<file path="src/e2c_pkg.sv">
// Shared constants and calendar helper functions for the epoch to calendar converter.
package e2c_pkg;

  localparam int unsigned EpochBits   = 32;
  localparam int unsigned DayBits     = 16;
  localparam int unsigned SodBits     = 17;
  localparam int unsigned YearBits    = 12;
  localparam int unsigned YdayBits    = 9;
  localparam int unsigned MonthBits   = 4;
  localparam int unsigned MdayBits    = 5;
  localparam int unsigned HourBits    = 5;
  localparam int unsigned MinBits     = 6;
  localparam int unsigned SecBits     = 6;
  localparam int unsigned WdayBits    = 3;
  localparam int unsigned CycleBits   = 6;
  localparam int unsigned CycRemBits  = 11;
  localparam int unsigned HourRemBits = 12;

  // Seconds per day factors as 2^7 * 675, so the low seven bits bypass the divider.
  localparam int unsigned DayShift    = 7;
  localparam int unsigned DayOddPart  = 675;
  localparam int unsigned SecsPerHour = 3600;
  localparam int unsigned SecsPerMin  = 60;
  localparam int unsigned DaysPerCyc  = 1461;
  localparam int unsigned DaysPerYear = 365;
  localparam int unsigned DaysTo1973  = 1096;
  localparam int unsigned BaseYear    = 1973;
  localparam logic [EpochBits-1:0] Start1973Secs = EpochBits'(DaysTo1973 * 86400);

  // First day of year of each month, with the leap day folded in from March on.
  function automatic logic [YdayBits-1:0] month_start(input logic [MonthBits-1:0] m,
                                                     input logic leap);
    logic [YdayBits-1:0] s;
    begin
      case (m)
        4'd0:    s = 9'd0;
        4'd1:    s = 9'd31;
        4'd2:    s = 9'd59;
        4'd3:    s = 9'd90;
        4'd4:    s = 9'd120;
        4'd5:    s = 9'd151;
        4'd6:    s = 9'd181;
        4'd7:    s = 9'd212;
        4'd8:    s = 9'd243;
        4'd9:    s = 9'd273;
        4'd10:   s = 9'd304;
        4'd11:   s = 9'd334;
        default: s = 9'd0;
      endcase
      if (leap && (m >= 4'd2)) begin
        s = s + 9'd1;
      end
      return s;
    end
  endfunction

  // Day 0 of the epoch was a Thursday. Since 8 is 1 modulo 7, the octal digits
  // of the day count are summed and the small sum is folded twice.
  function automatic logic [WdayBits-1:0] weekday_of(input logic [DayBits-1:0] days);
    logic [5:0] sum;
    logic [3:0] fold;
    begin
      sum = 6'(days[2:0]) + 6'(days[5:3]) + 6'(days[8:6]) + 6'(days[11:9])
          + 6'(days[14:12]) + 6'(days[15]) + 6'd4;
      fold = 4'(sum[5:3]) + 4'(sum[2:0]);
      if (fold >= 4'd7) begin
        fold = fold - 4'd7;
      end
      if (fold >= 4'd7) begin
        fold = fold - 4'd7;
      end
      return fold[WdayBits-1:0];
    end
  endfunction

endpackage

</file>
<file path="src/e2c_const_div.sv">
// Three-stage pipelined division of an unsigned value by a constant.
module e2c_const_div #(
  parameter int unsigned XW      = 16,
  parameter int unsigned QW      = 8,
  parameter int unsigned Divisor = 10
) (
  input  logic                         clk_i,
  input  logic                         rst_ni,
  input  logic                         valid_i,
  input  logic [XW-1:0]                dividend_i,
  output logic                         valid_o,
  output logic [QW-1:0]                quot_o,
  output logic [$clog2(Divisor)-1:0]   rem_o
);

  localparam int unsigned RW = $clog2(Divisor);
  localparam int unsigned MW = XW - RW + 1;
  // Truncated reciprocal: the estimate is the true quotient or one below it.
  localparam logic [MW-1:0] Recip = MW'((64'd1 << XW) / Divisor);
  localparam int unsigned PW = XW + MW;

  logic          v1_q, v2_q, v3_q;
  logic [PW-1:0] prod_q;
  logic [XW-1:0] x_q;
  logic [QW-1:0] q0_q, q0_d;
  logic [RW:0]   r0_q, r0_d;
  logic [QW-1:0] quot_q;
  logic [RW-1:0] rem_q;
  logic [XW-1:0] back;

  always_comb begin
    q0_d = prod_q[XW +: QW];
    back = XW'(q0_d * Divisor);
    r0_d = (RW + 1)'(x_q - back);
  end

  always_ff @(posedge clk_i or negedge rst_ni) begin
    if (!rst_ni) begin
      v1_q <= 1'b0;
      v2_q <= 1'b0;
      v3_q <= 1'b0;
    end else begin
      v1_q <= valid_i;
      v2_q <= v1_q;
      v3_q <= v2_q;
    end
  end

  always_ff @(posedge clk_i) begin
    prod_q <= PW'(dividend_i) * PW'(Recip);
    x_q    <= dividend_i;
    q0_q   <= q0_d;
    r0_q   <= r0_d;
    if (r0_q >= (RW + 1)'(Divisor)) begin
      quot_q <= q0_q + QW'(1);
      rem_q  <= RW'(r0_q - (RW + 1)'(Divisor));
    end else begin
      quot_q <= q0_q;
      rem_q  <= RW'(r0_q);
    end
  end

  assign valid_o = v3_q;
  assign quot_o  = quot_q;
  assign rem_o   = rem_q;

endmodule

</file>
<file path="src/epoch_to_calendar.sv">
// Top level of the pipelined epoch seconds to calendar date and time converter.
//
// Usage: drive epoch_seconds_i and raise start_i; the beat is taken at any rising
// edge where start_i is high and busy_o is low. busy_o is always low, because the
// pipeline takes a new epoch in every cycle, one conversion per clock sustained.
// For each result beat, done_o is high for exactly one cycle and the calendar
// fields are valid in that cycle. Results leave in the order the epochs arrived.
// The receiver has no way to hold results back, so the pipeline never stalls and
// no beat is ever dropped.
// The pipeline is a chain of constant dividers, three stages each: day count,
// then four-year cycle and hour in parallel, then minute and second.
// Epochs before the first of January 1973 give valid_res_o low and all other
// fields zero. Leap years follow the plain every-fourth-year rule, so dates are
// exact through 2099. Reset clears the valid bits of every stage; any beats in
// flight are discarded and no done_o pulse follows until new beats arrive.
module epoch_to_calendar (
  input  logic                               clk_i,
  input  logic                               rst_ni,
  input  logic                               start_i,
  output logic                               busy_o,
  input  logic [e2c_pkg::EpochBits-1:0]      epoch_seconds_i,
  output logic                               done_o,
  output logic                               valid_res_o,
  output logic [e2c_pkg::YearBits-1:0]       year_o,
  output logic [e2c_pkg::MonthBits-1:0]      month_o,
  output logic [e2c_pkg::MdayBits-1:0]       day_of_month_o,
  output logic [e2c_pkg::YdayBits-1:0]       day_of_year_o,
  output logic [e2c_pkg::HourBits-1:0]       hour_o,
  output logic [e2c_pkg::MinBits-1:0]        minute_o,
  output logic [e2c_pkg::SecBits-1:0]        second_o,
  output logic [e2c_pkg::WdayBits-1:0]       weekday_o
);

  localparam int unsigned DlyA = 3;
  localparam int unsigned DlyB = 3;
  localparam int unsigned HiBits = e2c_pkg::EpochBits - e2c_pkg::DayShift;
  localparam int unsigned DayRemBits = $clog2(e2c_pkg::DayOddPart);

  // The pipeline never stalls.
  assign busy_o = 1'b0;

  // ---------------------------------------------------------------------------
  // Stage group A: day count and second of day. The epoch is split into its
  // high bits, which are divided by 675, and the low seven bits, which are the
  // low bits of the second of day unchanged.
  // ---------------------------------------------------------------------------
  logic                          a_vld;
  logic [e2c_pkg::DayBits-1:0]   a_days;
  logic [DayRemBits-1:0]         a_rem;
  logic [e2c_pkg::DayShift-1:0]  lo_q  [DlyA];
  logic                          inr_q [DlyA];

  e2c_const_div #(
    .XW      (HiBits),
    .QW      (e2c_pkg::DayBits),
    .Divisor (e2c_pkg::DayOddPart)
  ) u_div_day (
    .clk_i      (clk_i),
    .rst_ni     (rst_ni),
    .valid_i    (start_i),
    .dividend_i (epoch_seconds_i[e2c_pkg::EpochBits-1:e2c_pkg::DayShift]),
    .valid_o    (a_vld),
    .quot_o     (a_days),
    .rem_o      (a_rem)
  );

  always_ff @(posedge clk_i) begin
    lo_q[0]  <= epoch_seconds_i[e2c_pkg::DayShift-1:0];
    inr_q[0] <= (epoch_seconds_i >= e2c_pkg::Start1973Secs);
    for (int i = 1; i < DlyA; i++) begin
      lo_q[i]  <= lo_q[i-1];
      inr_q[i] <= inr_q[i-1];
    end
  end

  logic [e2c_pkg::SodBits-1:0]  a_sod;
  logic [e2c_pkg::DayBits-1:0]  a_dd;
  logic [e2c_pkg::WdayBits-1:0] a_wday;

  always_comb begin
    a_sod  = {a_rem, lo_q[DlyA-1]};
    // Days since 1973; the value is meaningless for early epochs, which are
    // zeroed at the output anyway.
    a_dd   = a_days - e2c_pkg::DayBits'(e2c_pkg::DaysTo1973);
    a_wday = e2c_pkg::weekday_of(a_days);
  end

  // ---------------------------------------------------------------------------
  // Stage group B: four-year cycle and day within the cycle, in parallel with
  // the hour and second within the hour.
  // ---------------------------------------------------------------------------
  localparam int unsigned CycRemBits_w = e2c_pkg::CycRemBits;

  logic                             b_vld;
  logic [e2c_pkg::CycleBits-1:0]    b_cyc;
  logic [CycRemBits_w-1:0]          b_crem;
  logic                             c_vld;
  logic [e2c_pkg::HourBits-1:0]     c_hour;
  logic [e2c_pkg::HourRemBits-1:0]  c_hrem;
  logic                             inr2_q [DlyB];
  logic [e2c_pkg::WdayBits-1:0]     wd2_q  [DlyB];

  e2c_const_div #(
    .XW      (e2c_pkg::DayBits),
    .QW      (e2c_pkg::CycleBits),
    .Divisor (e2c_pkg::DaysPerCyc)
  ) u_div_cycle (
    .clk_i      (clk_i),
    .rst_ni     (rst_ni),
    .valid_i    (a_vld),
    .dividend_i (a_dd),
    .valid_o    (b_vld),
    .quot_o     (b_cyc),
    .rem_o      (b_crem)
  );

  e2c_const_div #(
    .XW      (e2c_pkg::SodBits),
    .QW      (e2c_pkg::HourBits),
    .Divisor (e2c_pkg::SecsPerHour)
  ) u_div_hour (
    .clk_i      (clk_i),
    .rst_ni     (rst_ni),
    .valid_i    (a_vld),
    .dividend_i (a_sod),
    .valid_o    (c_vld),
    .quot_o     (c_hour),
    .rem_o      (c_hrem)
  );

  always_ff @(posedge clk_i) begin
    inr2_q[0] <= inr_q[DlyA-1];
    wd2_q[0]  <= a_wday;
    for (int i = 1; i < DlyB; i++) begin
      inr2_q[i] <= inr2_q[i-1];
      wd2_q[i]  <= wd2_q[i-1];
    end
  end

  // ---------------------------------------------------------------------------
  // Stage group D: minute and second, divided from the second within the hour.
  // ---------------------------------------------------------------------------
  logic                           d_vld;
  logic [e2c_pkg::MinBits-1:0]    d_min;
  logic [e2c_pkg::SecBits-1:0]    d_sec;

  // Both dividers of stage group B run in lockstep, so their valid bits agree.
  e2c_const_div #(
    .XW      (e2c_pkg::HourRemBits),
    .QW      (e2c_pkg::MinBits),
    .Divisor (e2c_pkg::SecsPerMin)
  ) u_div_min (
    .clk_i      (clk_i),
    .rst_ni     (rst_ni),
    .valid_i    (b_vld && c_vld),
    .dividend_i (c_hrem),
    .valid_o    (d_vld),
    .quot_o     (d_min),
    .rem_o      (d_sec)
  );

  // ---------------------------------------------------------------------------
  // Date path, running beside the minute divider. The first register finds the
  // year within the cycle; the fourth year is the leap year and also owns the
  // last day of the cycle. The second register finds month and day of month.
  // The third register only keeps the date aligned with the minute divider.
  // ---------------------------------------------------------------------------
  logic [1:0]                      ry;
  logic [e2c_pkg::YdayBits-1:0]    yday_d;
  logic [e2c_pkg::YearBits-1:0]    year_d;
  logic                            leap_d;
  logic [CycRemBits_w-1:0]         cut;

  always_comb begin
    ry = 2'd0;
    if (b_crem >= CycRemBits_w'(e2c_pkg::DaysPerYear)) begin
      ry = 2'd1;
    end
    if (b_crem >= CycRemBits_w'(2 * e2c_pkg::DaysPerYear)) begin
      ry = 2'd2;
    end
    if (b_crem >= CycRemBits_w'(3 * e2c_pkg::DaysPerYear)) begin
      ry = 2'd3;
    end
    leap_d = (ry == 2'd3);
    case (ry)
      2'd0:    cut = '0;
      2'd1:    cut = CycRemBits_w'(e2c_pkg::DaysPerYear);
      2'd2:    cut = CycRemBits_w'(2 * e2c_pkg::DaysPerYear);
      2'd3:    cut = CycRemBits_w'(3 * e2c_pkg::DaysPerYear);
      default: cut = '0;
    endcase
    yday_d = e2c_pkg::YdayBits'(b_crem - cut);
    year_d = e2c_pkg::YearBits'(e2c_pkg::BaseYear) + e2c_pkg::YearBits'({b_cyc, 2'b00})
           + e2c_pkg::YearBits'(ry);
  end

  logic [e2c_pkg::YearBits-1:0]   e1_year_q, e2_year_q, e3_year_q;
  logic [e2c_pkg::YdayBits-1:0]   e1_yday_q, e2_yday_q, e3_yday_q;
  logic                           e1_leap_q;
  logic [e2c_pkg::HourBits-1:0]   e1_hour_q, e2_hour_q, e3_hour_q;
  logic [e2c_pkg::MonthBits-1:0]  e2_mon_q, e3_mon_q;
  logic [e2c_pkg::MdayBits-1:0]   e2_mday_q, e3_mday_q;
  logic [e2c_pkg::MonthBits-1:0]  mon_d;
  logic [e2c_pkg::MdayBits-1:0]   mday_d;

  // Month is the last one whose first day is not after the day of year; the
  // eleven compares are independent of each other.
  always_comb begin
    mon_d = '0;
    for (int k = 1; k < 12; k++) begin
      if (e1_yday_q >= e2c_pkg::month_start(e2c_pkg::MonthBits'(k), e1_leap_q)) begin
        mon_d = e2c_pkg::MonthBits'(k);
      end
    end
    mday_d = e2c_pkg::MdayBits'(e1_yday_q - e2c_pkg::month_start(mon_d, e1_leap_q) + 9'd1);
  end

  always_ff @(posedge clk_i) begin
    e1_year_q <= year_d;
    e1_yday_q <= yday_d;
    e1_leap_q <= leap_d;
    e1_hour_q <= c_hour;

    e2_year_q <= e1_year_q;
    e2_yday_q <= e1_yday_q;
    e2_hour_q <= e1_hour_q;
    e2_mon_q  <= mon_d;
    e2_mday_q <= mday_d;

    e3_year_q <= e2_year_q;
    e3_yday_q <= e2_yday_q;
    e3_hour_q <= e2_hour_q;
    e3_mon_q  <= e2_mon_q;
    e3_mday_q <= e2_mday_q;
  end

  logic                           inr3_q [DlyB];
  logic [e2c_pkg::WdayBits-1:0]   wd3_q  [DlyB];

  always_ff @(posedge clk_i) begin
    inr3_q[0] <= inr2_q[DlyB-1];
    wd3_q[0]  <= wd2_q[DlyB-1];
    for (int i = 1; i < DlyB; i++) begin
      inr3_q[i] <= inr3_q[i-1];
      wd3_q[i]  <= wd3_q[i-1];
    end
  end

  // ---------------------------------------------------------------------------
  // Output register. Early epochs are forced to all zeros here.
  // ---------------------------------------------------------------------------
  logic                           done_q;
  logic                           ok;
  logic                           vres_q;
  logic [e2c_pkg::YearBits-1:0]   year_q;
  logic [e2c_pkg::MonthBits-1:0]  mon_q;
  logic [e2c_pkg::MdayBits-1:0]   mday_q;
  logic [e2c_pkg::YdayBits-1:0]   yday_q;
  logic [e2c_pkg::HourBits-1:0]   hour_q;
  logic [e2c_pkg::MinBits-1:0]    min_q;
  logic [e2c_pkg::SecBits-1:0]    sec_q;
  logic [e2c_pkg::WdayBits-1:0]   wday_q;

  assign ok = inr3_q[DlyB-1];

  always_ff @(posedge clk_i or negedge rst_ni) begin
    if (!rst_ni) begin
      done_q <= 1'b0;
    end else begin
      done_q <= d_vld;
    end
  end

  always_ff @(posedge clk_i) begin
    vres_q <= ok;
    year_q <= ok ? e3_year_q : '0;
    mon_q  <= ok ? e3_mon_q  : '0;
    mday_q <= ok ? e3_mday_q : '0;
    yday_q <= ok ? e3_yday_q : '0;
    hour_q <= ok ? e3_hour_q : '0;
    min_q  <= ok ? d_min     : '0;
    sec_q  <= ok ? d_sec     : '0;
    wday_q <= ok ? wd3_q[DlyB-1] : '0;
  end

  assign done_o         = done_q;
  assign valid_res_o    = vres_q;
  assign year_o         = year_q;
  assign month_o        = mon_q;
  assign day_of_month_o = mday_q;
  assign day_of_year_o  = yday_q;
  assign hour_o         = hour_q;
  assign minute_o       = min_q;
  assign second_o       = sec_q;
  assign weekday_o      = wday_q;

endmodule
</file>
<file path="config.mk">
export PLATFORM = sky130hd
export DESIGN_NAME = epoch_to_calendar
export DESIGN_NICKNAME = d
export VERILOG_FILES = /design/src/e2c_pkg.sv /design/src/e2c_const_div.sv /design/src/epoch_to_calendar.sv
export SDC_FILE = /design/constraint.sdc
export NUM_CORES = 1
export LEC_CHECK = 0
export ABC_AREA = 1
export BUFFER_PORTS_ARGS = -buffer_cell sky130_fd_sc_hd__buf_2
export CORE_MARGIN = 2
export CORE_UTILIZATION = 57
export DETAILED_ROUTE_END_ITERATION = 16
export PLACE_DENSITY = 0.77
export SYNTH_ARGS = -nofsm -noshare
export SYNTH_HDL_FRONTEND = slang
export SYNTH_SLANG_ARGS = --single-unit
</file>
<file path="constraint.sdc">
create_clock -name clk_i -period 4.38 [get_ports clk_i]
set_input_delay 0.657 -clock clk_i [delete_from_list [all_inputs] [get_ports clk_i]]
set_output_delay 0.657 -clock clk_i [all_outputs]
set_load 0.02 [all_outputs]
</file>
[Word level (Yosys, flattened, before mapping)]
Memory sizes are Yosys's and may differ from the RTL's. A register that Yosys moved wholly into a read port is not among the register bits.
Index checks and enable logic that the tools add are counted.
Widths: inputs -> output; s select.
Storage, ports and cells
  register bits: 442
  latch bits: 0
  RAM bits: 48
  ROM bits: 144
  output and inout bits: 53
  logic and storage cells: 163
  memories: 7
Cells by class
  add/sub/neg operators: 28
  multiply operators: 8
  div/mod/pow operators: 0
  order comparisons: 22
  eq/ne operators: 3
  shift operators: 0
  muxes and demuxes: 36
  bitwise operators: 0
  reductions and logical operators: 3
Memories
  (no name shown): words 16, width 9, read ports 1, clocked after Yosys merged registers in 0, write ports 0, line e2c_pkg.sv:35  | case (m)
  lo_q: words 3, width 7, read ports 3, clocked after Yosys merged registers in 0, write ports 3, line epoch_to_calendar.sv:50  | logic [e2c_pkg::DayShift-1:0] lo_q [DlyA];
  wd2_q: words 3, width 3, read ports 3, clocked after Yosys merged registers in 0, write ports 3, line epoch_to_calendar.sv:101  | logic [e2c_pkg::WdayBits-1:0] wd2_q [DlyB];
  wd3_q: words 3, width 3, read ports 3, clocked after Yosys merged registers in 1, write ports 3, line epoch_to_calendar.sv:239  | logic [e2c_pkg::WdayBits-1:0] wd3_q [DlyB];
  inr2_q: words 3, width 1, read ports 3, clocked after Yosys merged registers in 0, write ports 3, line epoch_to_calendar.sv:100  | logic inr2_q [DlyB];
  inr3_q: words 3, width 1, read ports 3, clocked after Yosys merged registers in 0, write ports 3, line epoch_to_calendar.sv:238  | logic inr3_q [DlyB];
  1 more memories
Operators by type and width (count)
  $mul 25x15->40 const B: 1
  $ge 9x8->1: 4
  $pmux 9 s4: 1
  $ge 32x27->1 const B: 1
  $ge 9x9->1: 3
  $mux 4: 6
  $ge 11x10->1 const B: 2
  $mux 3: 7
  $mul 16x4->20 const B: 1
  $mul 17x4->20 const B: 1
  $ge 9x7->1: 2
  $mux 6: 3
  $add 16x1->16 const B: 1
  $mul 12x5->16 const B: 1
  $mul 16x10->11 const B: 1
  $mux 16: 1
  $sub 16x11->16 const B: 1
  $add 5x1->5 const B: 3
  $ge 13x12->1 const B: 1
  $sub 13x13->13: 1
  $add 11x8->12 const A: 1
  $add 12x2->12: 1
  $add 6x1->6 const B: 2
  $ge 12x11->1 const B: 1
  other kinds (38): 53

[Logic depth before layout (Yosys ltp)]
  depth after elaboration: 17
  depth in mapped cells: 33
  gate-level depth less buffers: 33

[By module]
From an unflattened synthesis, not the netlist that was laid out.
Unflattened totals
  cell total of the unflattened synthesis: 3110
  area total of the unflattened synthesis: 26555.5 um^2
Modules (own cells, without submodules)
  e2c_const_div (u_div_day): times used 1, cells an instance 1255, area an instance 10423.7 um^2
  epoch_to_calendar: times used 1, cells an instance 689, area an instance 6777.8 um^2
  e2c_const_div (u_div_cycle): times used 1, cells an instance 562, area an instance 4445.5 um^2
  e2c_const_div (u_div_hour): times used 1, cells an instance 376, area an instance 2951.6 um^2
  e2c_const_div (u_div_min): times used 1, cells an instance 228, area an instance 1956.9 um^2

[Worst setup path before layout]
No wires, ideal clock.
  path type: input-to-reg
  from: input epoch_seconds_i[17] (netlist bit)
  to: register u_div_day.prod_q[38]
  setup time: 0.120 ns
  arrival: 4.831 ns
  required time: 4.260 ns
  path slack: -0.571 ns
  stages: 23
  buffers on the path: 0
  cells stage by stage: inv_1 > ha_1 > ha_1 > inv_1 > fa_1 > inv_1 > fa_1 > fa_1 > fa_1 > ha_1 > a21oi_1 > inv_1 > a31oi_1 > o21ai_0 > nor2_1 > nand2_1 > nand2_1 > nand3_1 > nand2_1 > nand2_1 > nand2_1 > nand2_1 > xor2_1
Between the ends
  longest elaborated chain between the ends: 1
RTL lines
  start: declaration: line epoch_to_calendar.sv:21  | input logic [e2c_pkg::EpochBits-1:0] epoch_seconds_i,
  $mul 25x15->40: line e2c_const_div.sv:50  | prod_q <= PW'(dividend_i) * PW'(Recip);
  end signal: assignment: line e2c_const_div.sv:50
  end: declaration: line e2c_const_div.sv:23  | logic [PW-1:0] prod_q;
Every way passes these cells.
A chain may end at the register's enable or synchronous reset.

==> results.json <==
{
  "failed_checks": "setup timing",
  "clk_latency_ps": 530,
  "syn-cell-area_um2": 24240,
  "synth.lib_cells_used.distinct": 52,
  "detailedPlacementHpwl_mm": 37.07,
  "asyncSetResetFlopFracSynth": 0.02326,
  "grt_max_degree": 52,
  "fin_worst_hold_slack_ps": 223.6,
  "die_x_um": 210.2,
  "die_y_um": 210.2,
  "ys_ff_latch": 430,
  "period_needed_ps": 4724,
  "post_synth_most_frequent_cells": "inv_1, dfxtp_1, ha_1",
  "avgSynthCellArea_um2": 9.657,
  "final-seq-area_um2": 8667,
  "antenna_violating_nets_post_route": 0,
  "clk_pin_slew_ps": 60,
  "endpoint_kind": "register",
  "synthFlopType": "dfxtp_1",
  "grt_overflow_total": 0,
  "layout_setup_ws_ps": -344.4,
  "worst_slew_margin_rel": 0.4179,
  "antenna-diode-count": 0,
  "finalSetupViolations": 18,
  "pre_cts_ws_ps": -935.3,
  "crit_required_ps": 4800,
  "ctsRootBufferMaster": "clkbuf_16",
  "area.growth.synth_to_final_pct": 23.83,
  "post-route-drc-count": 0,
  "final.setup_skew_ps": 12.89,
  "drv_cap": 0,
  "rsz0062_at_grt": "yes",
  "grt_antenna_before_repair": 0,
  "core_um2": 41950,
  "first_pass_iters": 4,
  "dr_total_vias": 17030,
  "syn_inst": 2510,
  "start_util": 0.5779,
  "nets": 3442,
  "ys.warnings.count": 0,
  "post-route-period-util": 1.079,
  "cp_max_fo": 2,
  "multiInputGateArea_um2": 14890,
  "cts_tree": "yes",
  "grt.total_usage": 0.2228,
  "library_cell_with_the_highest_instance_count_after_synthesis": "inv_1",
  "outcome": "finished, violations left",
  "dieArea_um2": 44190,
  "critPathKind": "reg2reg",
  "worst_case_register_to_register_setup_slack_ps": -340,
  "num_rows": 75,
  "port_bufs": 86,
  "initialDrtViolationCount": 535,
  "timing.fmax_ghz": 0.2117,
  "grt_pass1_wl_mm": 81.13,
  "cts.htree.levels": 2,
  "yosys.area.top_type_share": 0.3469,
  "design.portCount": 88,
  "worst_hold_path_type": "in2reg",
  "ctsLongestPathBuffers": 3,
  "numCtsBuffers": 40,
  "setup.worst_path.start_class": "register",
  "top_cells_by_area_in_the_synthesized_netlist": "dfxtp_1, ha_1, fa_1",
  "worstPathArrival_ps": 5140,
  "grt_pass1_vias": 17980,
  "maxSlewViolCount": 0,
  "share_of_synthesized_area_occupied_by_flip_flops_and_latches": 0.3572,
  "synthesis.nets": 3108,
  "synth-edff-count": 0,
  "fillCellCount": 2825,
  "numClockSinks": 430,
  "gp_congestion": 0.9215,
  "dominant_cell_type_by_area_after_synthesis": "dfxtp_1",
  "fin_tns_setup_ps": -3184,
  "ratio_of_routed_vias_to_standard_cells": 4.987,
  "worst_slew_pin_slew_ps": 873.2,
  "drive_above_1_share": 0.2309,
  "hold_viol_final": 0,
  "dr_wl_cell_um": 14.65,
  "postRouteWirelength_mm": 50.02
}
-- worst max-delay path, stage by stage (launching register included) --
cell and delay [ps]:
dfxtp_2 340, fa_1 550, fa_1 420, fa_1 500, ha_2 190, inv_2 40
fa_1 470, inv_1 40, ha_2 180, fa_1 530, ha_2 210, inv_2 50
nor2_4 90, inv_2 60, nand2_4 80, mux2_4 320, ha_4 180, nand2_4 80
nand2_4 50, mux2_2 270
-- layout make-up --
type / count / share of cell area
flip-flops and latches: 430 / 0.2887
clock inverters: 21 / 0.007795
clock buffers: 53 / 0.03872
multi-input cells: 1497 / 0.4961
repair buffers: 304 / 0.07345
well taps: 539 / 0.02247
inverters: 571 / 0.07274
-- cells in the final DEF (no fill, tap or decap), drive strengths merged, types with 18 or more instances in the layout --
cell | synthesis | routed
a21oi | 119 | 119
a31oi | 18 | 18
buf | 6 | 303
clkbuf | 6 | 53
dfxtp | 420 | 420
fa | 160 | 160
ha | 403 | 403
inv | 570 | 561
nand2 | 313 | 313
nand3 | 46 | 46
nand4 | 22 | 22
nor2 | 114 | 114
o21ai | 57 | 57
xnor2 | 52 | 52
xor2 | 123 | 123
-- worst paths after layout --
kind	startpoint	end	cells past startpoint
max in group asynchronous	rst_ni	u_div_min.valid_o	2
setup / recovery	u_div_day.quot_o[14]	wd2_q[0][1]	19
hold reg to reg	u_div_hour.x_q[2]	u_div_hour.r0_q[2]	0
min in group asynchronous	rst_ni	u_div_min.v1_q	2
hold / removal	epoch_seconds_i[1]	lo_q[0][1]	1
setup reg to reg	u_div_day.quot_o[14]	wd2_q[0][1]	19
-- through the flow --
step | utilization | cell area [um^2] | cells
after detailed placement | 0.6413 | 26900 | 3294
final | 0.7156 | 30020 | 3415
after CTS | 0.6950 | 29150 | 3394
after global placement | 0.6413 | 26900 | 3294
after floorplan | - | 24580 | 2510
after global routing | 0.7156 | 30020 | 3415
-- flip-flops by register name, indices dropped and copies added, names as in the netlist, 10 cells and up --
register / flops
lo_q: 21
u_div_day.prod_q: 16
u_div_day.q0_q: 16
u_div_day.quot_o: 16
u_div_hour.r0_q: 13
u_div_hour.x_q: 13
e1_year_q: 12
e2_year_q: 12
e3_year_q: 12
u_div_cycle.r0_q: 12
u_div_cycle.x_q: 12
u_div_hour.rem_o: 12
year_o: 12
u_div_cycle.rem_o: 11
u_div_day.r0_q: 11
u_div_day.x_q: 11
u_div_day.rem_o: 10
-- metal layers --
layer  global-route usage  wire, um
met1               0.2453     19670
met2               0.4380     27040
met3              0.02354      1321
met4              0.08095      1986
met5                    0         0
-- what timing repair did --
item                                   in CTS  in global routing
endpoints found under the hold margin      10                  0
gates resized for setup                   124                158
hold buffers                                1                  0
buffers inserted                           26                 23
setup endpoints to repair                  20                 23
pin swaps                                 102                103
-- cells by family (layout without fill, tap and decap cells) --
group | after synthesis | in the layout | share of synthesized area
buffers and inverters | 583 | 949 | 0.09131
adders and majority gates | 563 | 563 | 0.3402
and+or+nand+nor | 518 | 518 | 0.09013
DFF | 430 | 430 | 0.3572
AOI/OAI and AO/OA | 234 | 234 | 0.05503
xor gates and xnor gates | 175 | 175 | 0.06323
muxes | 6 | 6 | 0.002787
other | 1 | 1 | 0.0001547
Power is left out: the tool's default activity adds up to more than one toggle a clock period on the data nets, which glitch-free logic cannot reach.
